`src/hw/rtl/md4_hash_engine_macros.svh`:
```
// assertion macros for the md4 hash engine
// expects clk and rst_n in the scope where the macros are used
`ifndef MD4_HASH_ENGINE_MACROS_SVH
`define MD4_HASH_ENGINE_MACROS_SVH

// same-cycle implication, quiet during reset
`define MD4_ASSERT_NOW(label, ante, cons, msg) \
    label: assert property (@(posedge clk) disable iff (!rst_n) (ante) |-> (cons)) \
        else $error(msg);

// next-cycle implication, quiet during reset
`define MD4_ASSERT_NEXT(label, ante, cons, msg) \
    label: assert property (@(posedge clk) disable iff (!rst_n) (ante) |=> (cons)) \
        else $error(msg);

`endif

```
`src/hw/rtl/md4_pkg.sv`:
```
// md4 hash engine package: microcode types, control store, round helpers
// no dependencies
package md4_pkg;

    localparam logic [31:0] IV_A     = 32'h6745_2301;
    localparam logic [31:0] IV_B     = 32'hefcd_ab89;
    localparam logic [31:0] IV_C     = 32'h98ba_dcfe;
    localparam logic [31:0] IV_D     = 32'h1032_5476;
    localparam logic [31:0] K_ROUND2 = 32'h5a82_7999;
    localparam logic [31:0] K_ROUND3 = 32'h6ed9_eba1;
    localparam logic [7:0]  PAD_MARK = 8'h80;
    localparam logic [5:0]  LEN_POS  = 6'd56;
    localparam logic [5:0]  LAST_RND = 6'd47;

    typedef enum logic [3:0] {
        OP_NOP,
        OP_ACCEPT,
        OP_PAD,
        OP_ZERO,
        OP_ZSTART,
        OP_LEN_LO,
        OP_LEN_HI,
        OP_PRIME,
        OP_ROUND,
        OP_FOLD,
        OP_EMIT,
        OP_INIT
    } op_t;

    typedef enum logic [3:0] {
        C_NONE,
        C_FULL,
        C_LAST,
        C_FIN,
        C_PADW15,
        C_WP15,
        C_LONG,
        C_WP13,
        C_RND47,
        C_EMIT_DONE
    } cnd_t;

    typedef logic [3:0] upc_t;

    // microprogram addresses
    localparam upc_t S_IDLE   = 4'd0;
    localparam upc_t S_CHKFIN = 4'd1;
    localparam upc_t S_PAD    = 4'd2;
    localparam upc_t S_ZFILL  = 4'd3;
    localparam upc_t S_CHKLEN = 4'd4;
    localparam upc_t S_ZSET   = 4'd5;
    localparam upc_t S_ZLOW   = 4'd6;
    localparam upc_t S_LEN    = 4'd7;
    localparam upc_t S_LENHI  = 4'd8;
    localparam upc_t S_PRIME  = 4'd9;
    localparam upc_t S_ROUND  = 4'd10;
    localparam upc_t S_FOLD   = 4'd11;
    localparam upc_t S_EMIT   = 4'd12;
    localparam upc_t S_INIT   = 4'd13;

    typedef struct packed {
        op_t  op;
        cnd_t cnd;
        upc_t tgt;
        cnd_t cnd2;
        upc_t tgt2;
        upc_t nxt;
        logic use_ret;
        logic ld_ret;
        upc_t ret;
    } uword_t;

    typedef struct packed {
        logic full;
        logic last;
        logic fin;
        logic padw15;
        logic wp15;
        logic long_msg;
        logic wp13;
        logic rnd47;
        logic emit_done;
    } md4_flags_t;

    function automatic uword_t md4_uw(op_t op, cnd_t cnd, upc_t tgt, cnd_t cnd2, upc_t tgt2,
                                      upc_t nxt, logic use_ret, logic ld_ret, upc_t ret);
        uword_t w;
        w.op      = op;
        w.cnd     = cnd;
        w.tgt     = tgt;
        w.cnd2    = cnd2;
        w.tgt2    = tgt2;
        w.nxt     = nxt;
        w.use_ret = use_ret;
        w.ld_ret  = ld_ret;
        w.ret     = ret;
        return w;
    endfunction

    // control store
    function automatic uword_t md4_rom(upc_t a);
        uword_t w;
        case (a)
            S_IDLE:   w = md4_uw(OP_ACCEPT, C_FULL, S_PRIME, C_LAST, S_PAD,
                                 S_IDLE, 1'b0, 1'b1, S_CHKFIN);
            S_CHKFIN: w = md4_uw(OP_NOP, C_FIN, S_PAD, C_NONE, S_IDLE,
                                 S_IDLE, 1'b0, 1'b0, S_IDLE);
            S_PAD:    w = md4_uw(OP_PAD, C_PADW15, S_CHKLEN, C_NONE, S_IDLE,
                                 S_ZFILL, 1'b0, 1'b0, S_IDLE);
            S_ZFILL:  w = md4_uw(OP_ZERO, C_WP15, S_CHKLEN, C_NONE, S_IDLE,
                                 S_ZFILL, 1'b0, 1'b0, S_IDLE);
            S_CHKLEN: w = md4_uw(OP_NOP, C_LONG, S_PRIME, C_NONE, S_IDLE,
                                 S_LEN, 1'b0, 1'b1, S_ZSET);
            S_ZSET:   w = md4_uw(OP_ZSTART, C_NONE, S_IDLE, C_NONE, S_IDLE,
                                 S_ZLOW, 1'b0, 1'b0, S_IDLE);
            S_ZLOW:   w = md4_uw(OP_ZERO, C_WP13, S_LEN, C_NONE, S_IDLE,
                                 S_ZLOW, 1'b0, 1'b0, S_IDLE);
            S_LEN:    w = md4_uw(OP_LEN_LO, C_NONE, S_IDLE, C_NONE, S_IDLE,
                                 S_LENHI, 1'b0, 1'b0, S_IDLE);
            S_LENHI:  w = md4_uw(OP_LEN_HI, C_NONE, S_IDLE, C_NONE, S_IDLE,
                                 S_PRIME, 1'b0, 1'b1, S_EMIT);
            S_PRIME:  w = md4_uw(OP_PRIME, C_NONE, S_IDLE, C_NONE, S_IDLE,
                                 S_ROUND, 1'b0, 1'b0, S_IDLE);
            S_ROUND:  w = md4_uw(OP_ROUND, C_RND47, S_FOLD, C_NONE, S_IDLE,
                                 S_ROUND, 1'b0, 1'b0, S_IDLE);
            S_FOLD:   w = md4_uw(OP_FOLD, C_NONE, S_IDLE, C_NONE, S_IDLE,
                                 S_IDLE, 1'b1, 1'b0, S_IDLE);
            S_EMIT:   w = md4_uw(OP_EMIT, C_EMIT_DONE, S_INIT, C_NONE, S_IDLE,
                                 S_EMIT, 1'b0, 1'b0, S_IDLE);
            S_INIT:   w = md4_uw(OP_INIT, C_NONE, S_IDLE, C_NONE, S_IDLE,
                                 S_IDLE, 1'b0, 1'b0, S_IDLE);
            default:  w = md4_uw(OP_NOP, C_NONE, S_IDLE, C_NONE, S_IDLE,
                                 S_IDLE, 1'b0, 1'b0, S_IDLE);
        endcase
        return w;
    endfunction

    // message word index for step i
    function automatic logic [3:0] md4_xidx(logic [5:0] i);
        logic [3:0] x;
        case (i[5:4])
            2'd1:    x = {i[1:0], i[3:2]};
            2'd2:    x = {i[0], i[1], i[2], i[3]};
            default: x = i[3:0];
        endcase
        return x;
    endfunction

    function automatic logic [4:0] md4_shift(logic [1:0] r, logic [1:0] j);
        logic [4:0] s;
        case ({r, j})
            4'b00_00: s = 5'd3;
            4'b00_01: s = 5'd7;
            4'b00_10: s = 5'd11;
            4'b00_11: s = 5'd19;
            4'b01_00: s = 5'd3;
            4'b01_01: s = 5'd5;
            4'b01_10: s = 5'd9;
            4'b01_11: s = 5'd13;
            4'b10_00: s = 5'd3;
            4'b10_01: s = 5'd9;
            4'b10_10: s = 5'd11;
            4'b10_11: s = 5'd15;
            default:  s = 5'd3;
        endcase
        return s;
    endfunction

    function automatic logic [31:0] md4_rotl(logic [31:0] v, logic [4:0] s);
        logic [63:0] w;
        w = {v, v} << s;
        return w[63:32];
    endfunction

endpackage

```
`src/hw/rtl/md4_if.sv`:
```
// stream interfaces for the md4 hash engine: message bytes in, digest words out
// no dependencies
interface md4_msg_if;
    logic       valid;
    logic       ready;
    logic [7:0] data_byte;
    logic       byte_present;
    logic       end_of_message;

    modport source (output valid, output data_byte, output byte_present,
                    output end_of_message, input ready);
    modport sink   (input valid, input data_byte, input byte_present,
                    input end_of_message, output ready);
endinterface

interface md4_digest_if;
    logic        valid;
    logic        ready;
    logic [31:0] digest_word;
    logic [1:0]  word_number;
    logic        final_word;

    modport source (output valid, output digest_word, output word_number,
                    output final_word, input ready);
    modport sink   (input valid, input digest_word, input word_number,
                    input final_word, output ready);
endinterface

```
`src/hw/rtl/md4_sequencer.sv`:
```
// md4 microcode sequencer: step counter, return register, control store lookup
// depends on md4_pkg
module md4_sequencer
    import md4_pkg::*;
(
    input  logic       clk,
    input  logic       rst_n,
    input  md4_flags_t flags,
    output op_t        op
);

    upc_t   pc_reg, pc_next;
    upc_t   ret_reg, ret_next;
    uword_t uw;

    function automatic logic test(cnd_t c, md4_flags_t f);
        logic t;
        case (c)
            C_FULL:      t = f.full;
            C_LAST:      t = f.last;
            C_FIN:       t = f.fin;
            C_PADW15:    t = f.padw15;
            C_WP15:      t = f.wp15;
            C_LONG:      t = f.long_msg;
            C_WP13:      t = f.wp13;
            C_RND47:     t = f.rnd47;
            C_EMIT_DONE: t = f.emit_done;
            default:     t = 1'b0;
        endcase
        return t;
    endfunction

    assign uw = md4_rom(pc_reg);

    // next step
    always_comb
    begin
        if (test(uw.cnd, flags))
        begin
            pc_next = uw.tgt;
        end
        else if (test(uw.cnd2, flags))
        begin
            pc_next = uw.tgt2;
        end
        else if (uw.use_ret)
        begin
            pc_next = ret_reg;
        end
        else
        begin
            pc_next = uw.nxt;
        end
        ret_next = uw.ld_ret ? uw.ret : ret_reg;
    end

    // control output
    always_comb
    begin
        op = uw.op;
    end

    always_ff @(posedge clk or negedge rst_n)
    begin
        if (!rst_n)
        begin
            pc_reg  <= S_IDLE;
            ret_reg <= S_IDLE;
        end
        else
        begin
            pc_reg  <= pc_next;
            ret_reg <= ret_next;
        end
    end

endmodule

```
`src/hw/rtl/md4_datapath.sv`:
```
// md4 datapath: block buffer memory, byte gather, padding, round unit, chaining words
// depends on md4_pkg and the stream interfaces
module md4_datapath
    import md4_pkg::*;
(
    input  logic       clk,
    input  logic       rst_n,
    input  op_t        op,
    output md4_flags_t flags,
    md4_msg_if.sink    msg,
    md4_digest_if.source digest
);

    logic [31:0] mem [16];
    logic [31:0] rd_reg;

    logic [31:0] cv_reg [4];
    logic [31:0] cv_next [4];
    logic [63:0] count_reg, count_next;
    logic [31:0] acc_reg, acc_next;
    logic [31:0] a_reg, b_reg, c_reg, d_reg;
    logic [31:0] a_next, b_next, c_next, d_next;
    logic [5:0]  rnd_reg, rnd_next;
    logic [3:0]  wp_reg, wp_next;
    logic [1:0]  k_reg, k_next;
    logic        fin_reg, fin_next;

    logic        in_xfer, out_xfer;
    logic        we;
    logic [3:0]  wa, ra;
    logic [31:0] wd;
    logic [1:0]  lane;
    logic [31:0] merged, pad_word;
    logic [63:0] bits;
    logic [31:0] f, kc, t;
    logic [5:0]  rnd_inc;

    assign msg.ready  = (op == OP_ACCEPT);
    assign in_xfer    = msg.valid && msg.ready;
    assign digest.valid       = (op == OP_EMIT);
    assign digest.digest_word = cv_reg[k_reg];
    assign digest.word_number = k_reg;
    assign digest.final_word  = (k_reg == 2'd3);
    assign out_xfer   = digest.valid && digest.ready;

    assign lane    = count_reg[1:0];
    assign bits    = {count_reg[60:0], 3'b000};
    assign rnd_inc = rnd_reg + 6'd1;

    always_comb
    begin
        merged = acc_reg;
        merged[{lane, 3'b000} +: 8] = msg.data_byte;
        for (int j = 0; j < 4; j++)
        begin
            if (2'(j) < lane)
            begin
                pad_word[8*j +: 8] = acc_reg[8*j +: 8];
            end
            else if (2'(j) == lane)
            begin
                pad_word[8*j +: 8] = PAD_MARK;
            end
            else
            begin
                pad_word[8*j +: 8] = 8'h00;
            end
        end
    end

    // one md4 step
    always_comb
    begin
        case (rnd_reg[5:4])
            2'd0:
            begin
                f  = d_reg ^ (b_reg & (c_reg ^ d_reg));
                kc = 32'h0;
            end
            2'd1:
            begin
                f  = (b_reg & c_reg) | (d_reg & (b_reg | c_reg));
                kc = K_ROUND2;
            end
            default:
            begin
                f  = b_reg ^ c_reg ^ d_reg;
                kc = K_ROUND3;
            end
        endcase
        t = md4_rotl(a_reg + f + rd_reg + kc, md4_shift(rnd_reg[5:4], rnd_reg[1:0]));
    end

    always_comb
    begin
        we         = 1'b0;
        wa         = count_reg[5:2];
        wd         = merged;
        ra         = md4_xidx(rnd_inc);
        count_next = count_reg;
        acc_next   = acc_reg;
        a_next     = a_reg;
        b_next     = b_reg;
        c_next     = c_reg;
        d_next     = d_reg;
        rnd_next   = rnd_reg;
        wp_next    = wp_reg;
        k_next     = k_reg;
        fin_next   = fin_reg;
        for (int i = 0; i < 4; i++)
        begin
            cv_next[i] = cv_reg[i];
        end
        case (op)
            OP_ACCEPT:
            begin
                if (in_xfer)
                begin
                    fin_next = msg.end_of_message;
                    if (msg.byte_present)
                    begin
                        we         = 1'b1;
                        acc_next   = merged;
                        count_next = count_reg + 64'd1;
                    end
                end
            end
            OP_PAD:
            begin
                we      = 1'b1;
                wd      = pad_word;
                wp_next = count_reg[5:2] + 4'd1;
            end
            OP_ZERO:
            begin
                we      = 1'b1;
                wa      = wp_reg;
                wd      = 32'h0;
                wp_next = wp_reg + 4'd1;
            end
            OP_ZSTART:
            begin
                wp_next = 4'd0;
            end
            OP_LEN_LO:
            begin
                we = 1'b1;
                wa = 4'd14;
                wd = bits[31:0];
            end
            OP_LEN_HI:
            begin
                we = 1'b1;
                wa = 4'd15;
                wd = bits[63:32];
            end
            OP_PRIME:
            begin
                ra       = md4_xidx(6'd0);
                rnd_next = 6'd0;
                a_next   = cv_reg[0];
                b_next   = cv_reg[1];
                c_next   = cv_reg[2];
                d_next   = cv_reg[3];
            end
            OP_ROUND:
            begin
                a_next   = d_reg;
                d_next   = c_reg;
                c_next   = b_reg;
                b_next   = t;
                rnd_next = rnd_inc;
            end
            OP_FOLD:
            begin
                cv_next[0] = cv_reg[0] + a_reg;
                cv_next[1] = cv_reg[1] + b_reg;
                cv_next[2] = cv_reg[2] + c_reg;
                cv_next[3] = cv_reg[3] + d_reg;
            end
            OP_EMIT:
            begin
                if (out_xfer)
                begin
                    k_next = k_reg + 2'd1;
                end
            end
            OP_INIT:
            begin
                cv_next[0] = IV_A;
                cv_next[1] = IV_B;
                cv_next[2] = IV_C;
                cv_next[3] = IV_D;
                count_next = 64'd0;
                fin_next   = 1'b0;
                k_next     = 2'd0;
            end
            default:
            begin
                we = 1'b0;
            end
        endcase
    end

    always_comb
    begin
        flags.full      = in_xfer && msg.byte_present && (count_reg[5:0] == 6'd63);
        flags.last      = in_xfer && msg.end_of_message;
        flags.fin       = fin_reg;
        flags.padw15    = (count_reg[5:2] == 4'd15);
        flags.wp15      = (wp_reg == 4'd15);
        flags.long_msg  = (count_reg[5:0] >= LEN_POS);
        flags.wp13      = (wp_reg == 4'd13);
        flags.rnd47     = (rnd_reg == LAST_RND);
        flags.emit_done = out_xfer && (k_reg == 2'd3);
    end

    // block buffer, one write and one registered read per cycle
    always_ff @(posedge clk)
    begin
        if (we)
        begin
            mem[wa] <= wd;
        end
        rd_reg <= mem[ra];
    end

    always_ff @(posedge clk or negedge rst_n)
    begin
        if (!rst_n)
        begin
            cv_reg[0] <= IV_A;
            cv_reg[1] <= IV_B;
            cv_reg[2] <= IV_C;
            cv_reg[3] <= IV_D;
            count_reg <= 64'd0;
            k_reg     <= 2'd0;
            fin_reg   <= 1'b0;
        end
        else
        begin
            for (int i = 0; i < 4; i++)
            begin
                cv_reg[i] <= cv_next[i];
            end
            count_reg <= count_next;
            k_reg     <= k_next;
            fin_reg   <= fin_next;
        end
    end

    always_ff @(posedge clk)
    begin
        acc_reg <= acc_next;
        a_reg   <= a_next;
        b_reg   <= b_next;
        c_reg   <= c_next;
        d_reg   <= d_next;
        rnd_reg <= rnd_next;
        wp_reg  <= wp_next;
    end

endmodule

```
`src/hw/rtl/md4_hash_engine.sv`:
```
// md4 hash engine top level: microcode sequencer driving the hash datapath
// depends on md4_pkg, the stream interfaces, md4_sequencer, md4_datapath and the macro header
//
//   channel   dir   payload                                   transfer when
//   msg       in    data_byte, byte_present, end_of_message   valid && ready
//   digest    out   digest_word, word_number, final_word      valid && ready
//
// a byte that does not close a block leaves the sequencer in S_IDLE
// the 64th byte of a block holds msg.ready low while the shared round unit runs 48 steps
// an end-of-message transfer is followed by padding, zero fill and one or two compressions,
// then four digest transfers; digest stalls hold the sequencer
// rst_n loads the IV into the chaining words and clears the byte count; the block buffer needs no clearing
`include "md4_hash_engine_macros.svh"

module md4_hash_engine
    import md4_pkg::*;
(
    input  logic         clk,
    input  logic         rst_n,
    md4_msg_if.sink      msg,
    md4_digest_if.source digest
);

    op_t        op;
    md4_flags_t flags;

    md4_sequencer u_seq (
        .clk   (clk),
        .rst_n (rst_n),
        .flags (flags),
        .op    (op)
    );

    md4_datapath u_dp (
        .clk    (clk),
        .rst_n  (rst_n),
        .op     (op),
        .flags  (flags),
        .msg    (msg),
        .digest (digest)
    );

    `MD4_ASSERT_NOW(a_in_out_excl, digest.valid, !msg.ready, "input open while digest pending")
    `MD4_ASSERT_NEXT(a_end_busy, msg.valid && msg.ready && msg.end_of_message, !msg.ready,
        "input open right after end of message")
    `MD4_ASSERT_NEXT(a_digest_ends, digest.valid && digest.ready && digest.final_word,
        !digest.valid, "digest continues past final word")

endmodule
```
`src/flat_wrapper.sv`:
```
// flat-port wrapper written by rule: the top's interface ports become plain ports
module md4_hash_engine_flat import md4_pkg::*;
  (clk, rst_n, msg_valid, msg_data_byte, msg_byte_present, msg_end_of_message, msg_ready, digest_valid, digest_digest_word, digest_word_number, digest_final_word, digest_ready);
  md4_msg_if msg_i ();
  md4_digest_if digest_i ();
  input  logic clk;
  input  logic rst_n;
  input wire logic [$bits(msg_i.valid)-1:0] msg_valid;
  input wire logic [$bits(msg_i.data_byte)-1:0] msg_data_byte;
  input wire logic [$bits(msg_i.byte_present)-1:0] msg_byte_present;
  input wire logic [$bits(msg_i.end_of_message)-1:0] msg_end_of_message;
  output wire logic [$bits(msg_i.ready)-1:0] msg_ready;
  output wire logic [$bits(digest_i.valid)-1:0] digest_valid;
  output wire logic [$bits(digest_i.digest_word)-1:0] digest_digest_word;
  output wire logic [$bits(digest_i.word_number)-1:0] digest_word_number;
  output wire logic [$bits(digest_i.final_word)-1:0] digest_final_word;
  input wire logic [$bits(digest_i.ready)-1:0] digest_ready;
  assign msg_i.valid = msg_valid;
  assign msg_i.data_byte = msg_data_byte;
  assign msg_i.byte_present = msg_byte_present;
  assign msg_i.end_of_message = msg_end_of_message;
  assign msg_ready = msg_i.ready;
  assign digest_valid = digest_i.valid;
  assign digest_digest_word = digest_i.digest_word;
  assign digest_word_number = digest_i.word_number;
  assign digest_final_word = digest_i.final_word;
  assign digest_i.ready = digest_ready;
  md4_hash_engine u_core (.clk(clk), .rst_n(rst_n), .msg(msg_i), .digest(digest_i));
endmodule
```
`config.mk`:
```
export PLATFORM = sky130hd
export DESIGN_NAME = md4_hash_engine_flat
export DESIGN_NICKNAME = d
export VERILOG_FILES = /design/src/hw/rtl/md4_pkg.sv /design/src/hw/rtl/md4_if.sv /design/src/hw/rtl/md4_sequencer.sv /design/src/hw/rtl/md4_datapath.sv /design/src/hw/rtl/md4_hash_engine.sv /design/src/flat_wrapper.sv
export VERILOG_INCLUDE_DIRS = /design/src /design/src/hw/rtl
export SDC_FILE = /design/constraint.sdc
export NUM_CORES = 2
export LEC_CHECK = 0
export BUFFER_PORTS_ARGS = -buffer_cell sky130_fd_sc_hd__buf_4
export CELL_PAD_IN_SITES_DETAIL_PLACEMENT = 1
export CELL_PAD_IN_SITES_GLOBAL_PLACEMENT = 2
export CORE_ASPECT_RATIO = 0.75
export CORE_MARGIN = 1
export CORE_UTILIZATION = 39
export DETAILED_ROUTE_END_ITERATION = 6
export GPL_ROUTABILITY_DRIVEN = 0
export PLACE_DENSITY = 0.73
export SLEW_MARGIN = 20
export SYNTH_ARGS = -nofsm -noshare
export SYNTH_HDL_FRONTEND = slang
export SYNTH_HIERARCHICAL = 1
export SYNTH_SLANG_ARGS = --single-unit
export TNS_END_PERCENT = 20
```
`constraint.sdc`:
```
create_clock -name clk -period 5.6 [get_ports clk]
set_input_delay 1.4 -clock clk [delete_from_list [all_inputs] [get_ports clk]]
set_output_delay 1.4 -clock clk [all_outputs]
set_load 0.01 [all_outputs]
```
==> impl_summary.md <==
Status
The flow ran to the end, but the final reports show violations. The final reports fail on design-rule violations.

Detailed routing
The final routed wirelength across all metal layers is 184000 um. After detailed routing, the number of remaining DRC violations is 17. Dividing the detail-routed via count by the number of cells gives 5.81.

The number of nets with antenna violations after detailed routing is 0. The total number of vias is 41011. The number of violations reported at the end of detailed-routing iteration 0 is 3519. In the final routed layout, each cell accounts on average for 26.0 um. The first detailed-routing pass ran for 7 iterations.

Timing
The count of pins over their slew limit is 0. The fraction of the cycle the final worst path needs is 99.0%. The number of hold violations in the final report is 0. Subtracting the final worst setup slack from the clock period gives 5550 ps. The maximum clock frequency is 180 MHz. The transition time at the pin with the least slew margin is 1040 ps. The clock tree skew after final layout is 34.7 ps. The worst pin sits at a relative slew slack of 30.4%. Setup repair after global routing could not meet its margin everywhere. The number of setup violations in the final report is 0. In the final timing run, aggregate negative setup slack is 0 ps.

Critical path
The critical path buffer and inverter count is 9. In this run the critical register-to-register path is launched from u_core/u_dp/rnd_reg[4]. The critical-path cell with the highest stage delay is fa_1. Data arrives at the worst endpoint at 6090 ps.

Walking the worst path, the cells encountered are buf_6 -> or2_2 -> inv_4 -> buf_12 -> buf_4 -> a311oi_1 -> buf_4 -> fa_1 -> inv_1 -> fa_1 -> inv_1 -> ha_1 -> and2_1 -> buf_4 -> a32oi_4 -> buf_6 -> a21oi_2 -> a311o_1 -> a211oi_4 -> o21bai_4 -> o21ai_2 -> o221ai_2. The maximum fanout encountered on the critical timing path is 11. The delay contributed by the slowest stage of the critical path is 520 ps. The critical path depth is 22. The first element of the critical path is u_core/u_dp/rnd_reg[4]. The cell that appears most often on the critical path is buf_4. The critical path is of the register to register type. The critical path data required time is 6140 ps.

The cell type group with the largest total delay on the critical path is compound AO/OA/AOI/OAI gates. The worst reg2reg path depth is 22. The kind of end point of the critical path is a register. The worst setup path is launched from a register.

Clock network
The clock net in this run drives a total of 917 sinks. For the worst-skew pair, the clock arrives at the later sink with an insertion delay of 750 ps. The count of H-tree levels built during CTS is 3. In this run the clock root is driven by a clkbuf_16. TritonCTS built the clock tree. The clock tree buffer depth is 3. After clock tree synthesis, the clock-pin slew on the worst setup and hold paths is 70 ps. The number of buffers inserted during clock tree synthesis is 99.

Final layout
Relative to the synthesized area, the layout overhead comes to 16.8%. Leaving out fill and tap cells, the most frequent cells in the layout are 944 x nand2_1, 682 x edfxtp_1, 287 x buf_4. The final layout contains 5529 nets.

The share of layout cells above drive strength 1 is 15.3%. The flip-flop count of the largest register after layout is 512. The finished cells cover 0.0603 mm2.

The filler cell count in the final layout is 14260. The most common library cell in the layout ignoring fill and taps is nand2_1.

Synth
The number of flip-flops and latches in the synthesized netlist is 917. The cell area that synthesis handed to floorplanning was 0.0517 mm2. For this run, the register share of the synthesized area comes to 50.8%. The count of yosys warnings during synthesis is 6. In this run, distinct cell masters in the synthesized netlist total 103. The largest total area in the synthesized netlist belongs to edfxtp_1. A synthesized cell averages 10.2 um2. The share of flip-flops with an asynchronous set or reset after synthesis is 21.7%. In the synthesized netlist, the number of instances is 5059. The top cell type by area accounts for 39.6% of the synthesized area. The predominant post-synthesis flop cell is edfxtp_1. The number of flops mapped to enable cells by yosys is 682. The net count after synthesis is 5377. After synthesis, the cell types taking the most area are edfxtp_1 40%, nand2_1 6.9%, dfrtp_1 6.5%.

Hold path
The number of stages on the worst hold path is 1. The worst hold path begins at u_core/u_seq/ret_reg[0]. The type of the most critical hold path is register to register.

Placed design
Once detailed placement completed, the half-perimeter wirelength came to 124000 um. The placed instances occupy a cell area of 0.0556 mm2. In this run the tool buffered the top-level ports with 50 buffer cells.

Global routing
The number of global-route vias before repair is 40802. The global-route wire length before repair is 271000 um. The number of antenna violations at the first check in global routing is 1. After global routing the overflow that remains totals 0.

Entering global routing, the biggest net connects 129 pins. The overall fraction of global-route tracks in use is 27.0%.

Floorplan
In this run the horizontal extent of the chip is 422 um. The region available for standard cell placement spans 0.131 mm2. The overall die height is 317 um.

The initial standard-cell utilization of the core is 39.4%. The die footprint is 0.134 mm2. For this design the top-level I/O count stands at 51. The placement row count is 115.

Flow run
The tool flagged a number of max-cap violations equal to 0.
-- through the flow --
step           utilization (%)  hold slack [ps]  instances  setup slack, ps
2_1_floorplan                -              444       5059             17.0
3_3_place_gp              42.4              458       6831             -174
3_5_place_dp              42.4              471       6831             -332
4_1_cts                   45.3              485       7026             9.19
5_1_grt                   46.0              529       7053            -91.9
6_report                  46.0              485       7054             53.8
-- layout make-up --
type / instances / area [um2] / area share, %
flip-flops and latches: 917 / 26300 / 43.5
multi-input cells: 3591 / 24300 / 40.4
repair buffers: 328 / 2940 / 4.87
clock buffers: 122 / 2650 / 4.38
well taps: 1755 / 2200 / 3.64
inverters: 274 / 1040 / 1.73
clock inverters: 66 / 905 / 1.50
diodes: 1 / 2.50 / 0.00415
-- routing by layer --
layer  share of wire [%]  global-route usage [%]  up-vias
met4                 2.0                    6.13        0
met2                  43                    39.6     1088
met1                  49                    41.3    21104
li1                    -                       -    18610
met3                 6.0                    4.53      209
met5                   0                       0        -
-- cells in the mapped netlist, types with 62 or more instances --
cell and n:
nand2_1 954, edfxtp_1 682, nor2_1 310, a21oi_1 304, inv_1 267, o21ai_0 261
ha_1 245, clkbuf_1 235, and3_1 146, dfrtp_1 135, nand3_1 118, xor2_1 108
a31oi_1 104, xnor2_1 90, a311oi_1 85, nor3_1 77, a211oi_1 66, dfstp_2 64
a21o_1 62
-- path summary, 6_finish.rpt --
path	endpoint	slack [ps]
min reg2reg	u_core/u_seq/ret_reg[0]	480
max reg2reg	u_core/u_dp/b_reg[9]	50
max in group asynchronous	u_core/u_dp/digest.word_number[0]	3880
min in group asynchronous	u_core/u_dp/cv_reg[3]	590
min	u_core/u_seq/ret_reg[0]	480
max	u_core/u_dp/b_reg[9]	50
-- cell families (layout without fill, tap and decap cells) --
kind of cell	after synthesis	in the layout	synth area share, %
muxes	114	114	3.21
xor gates and xnor gates	198	198	3.36
buffers and inverters	551	790	4.11
adders and majority gates	304	304	8.22
other	0	1	0
DFF	917	917	50.8
AOI/OAI and AO/OA	1179	1179	14.9
and+or+nand+nor	1796	1796	15.4
-- what timing repair did --
item	4_1_cts	5_1_grt
buffers inserted	5	28
pin swaps	15	58
hold buffers	0	0
cloned	2	0
setup endpoints to repair	28	31
gates resized for setup	35	140
Power is not shown: default switching activity piles up to over one toggle a cycle in this logic, so the estimate is an artifact.
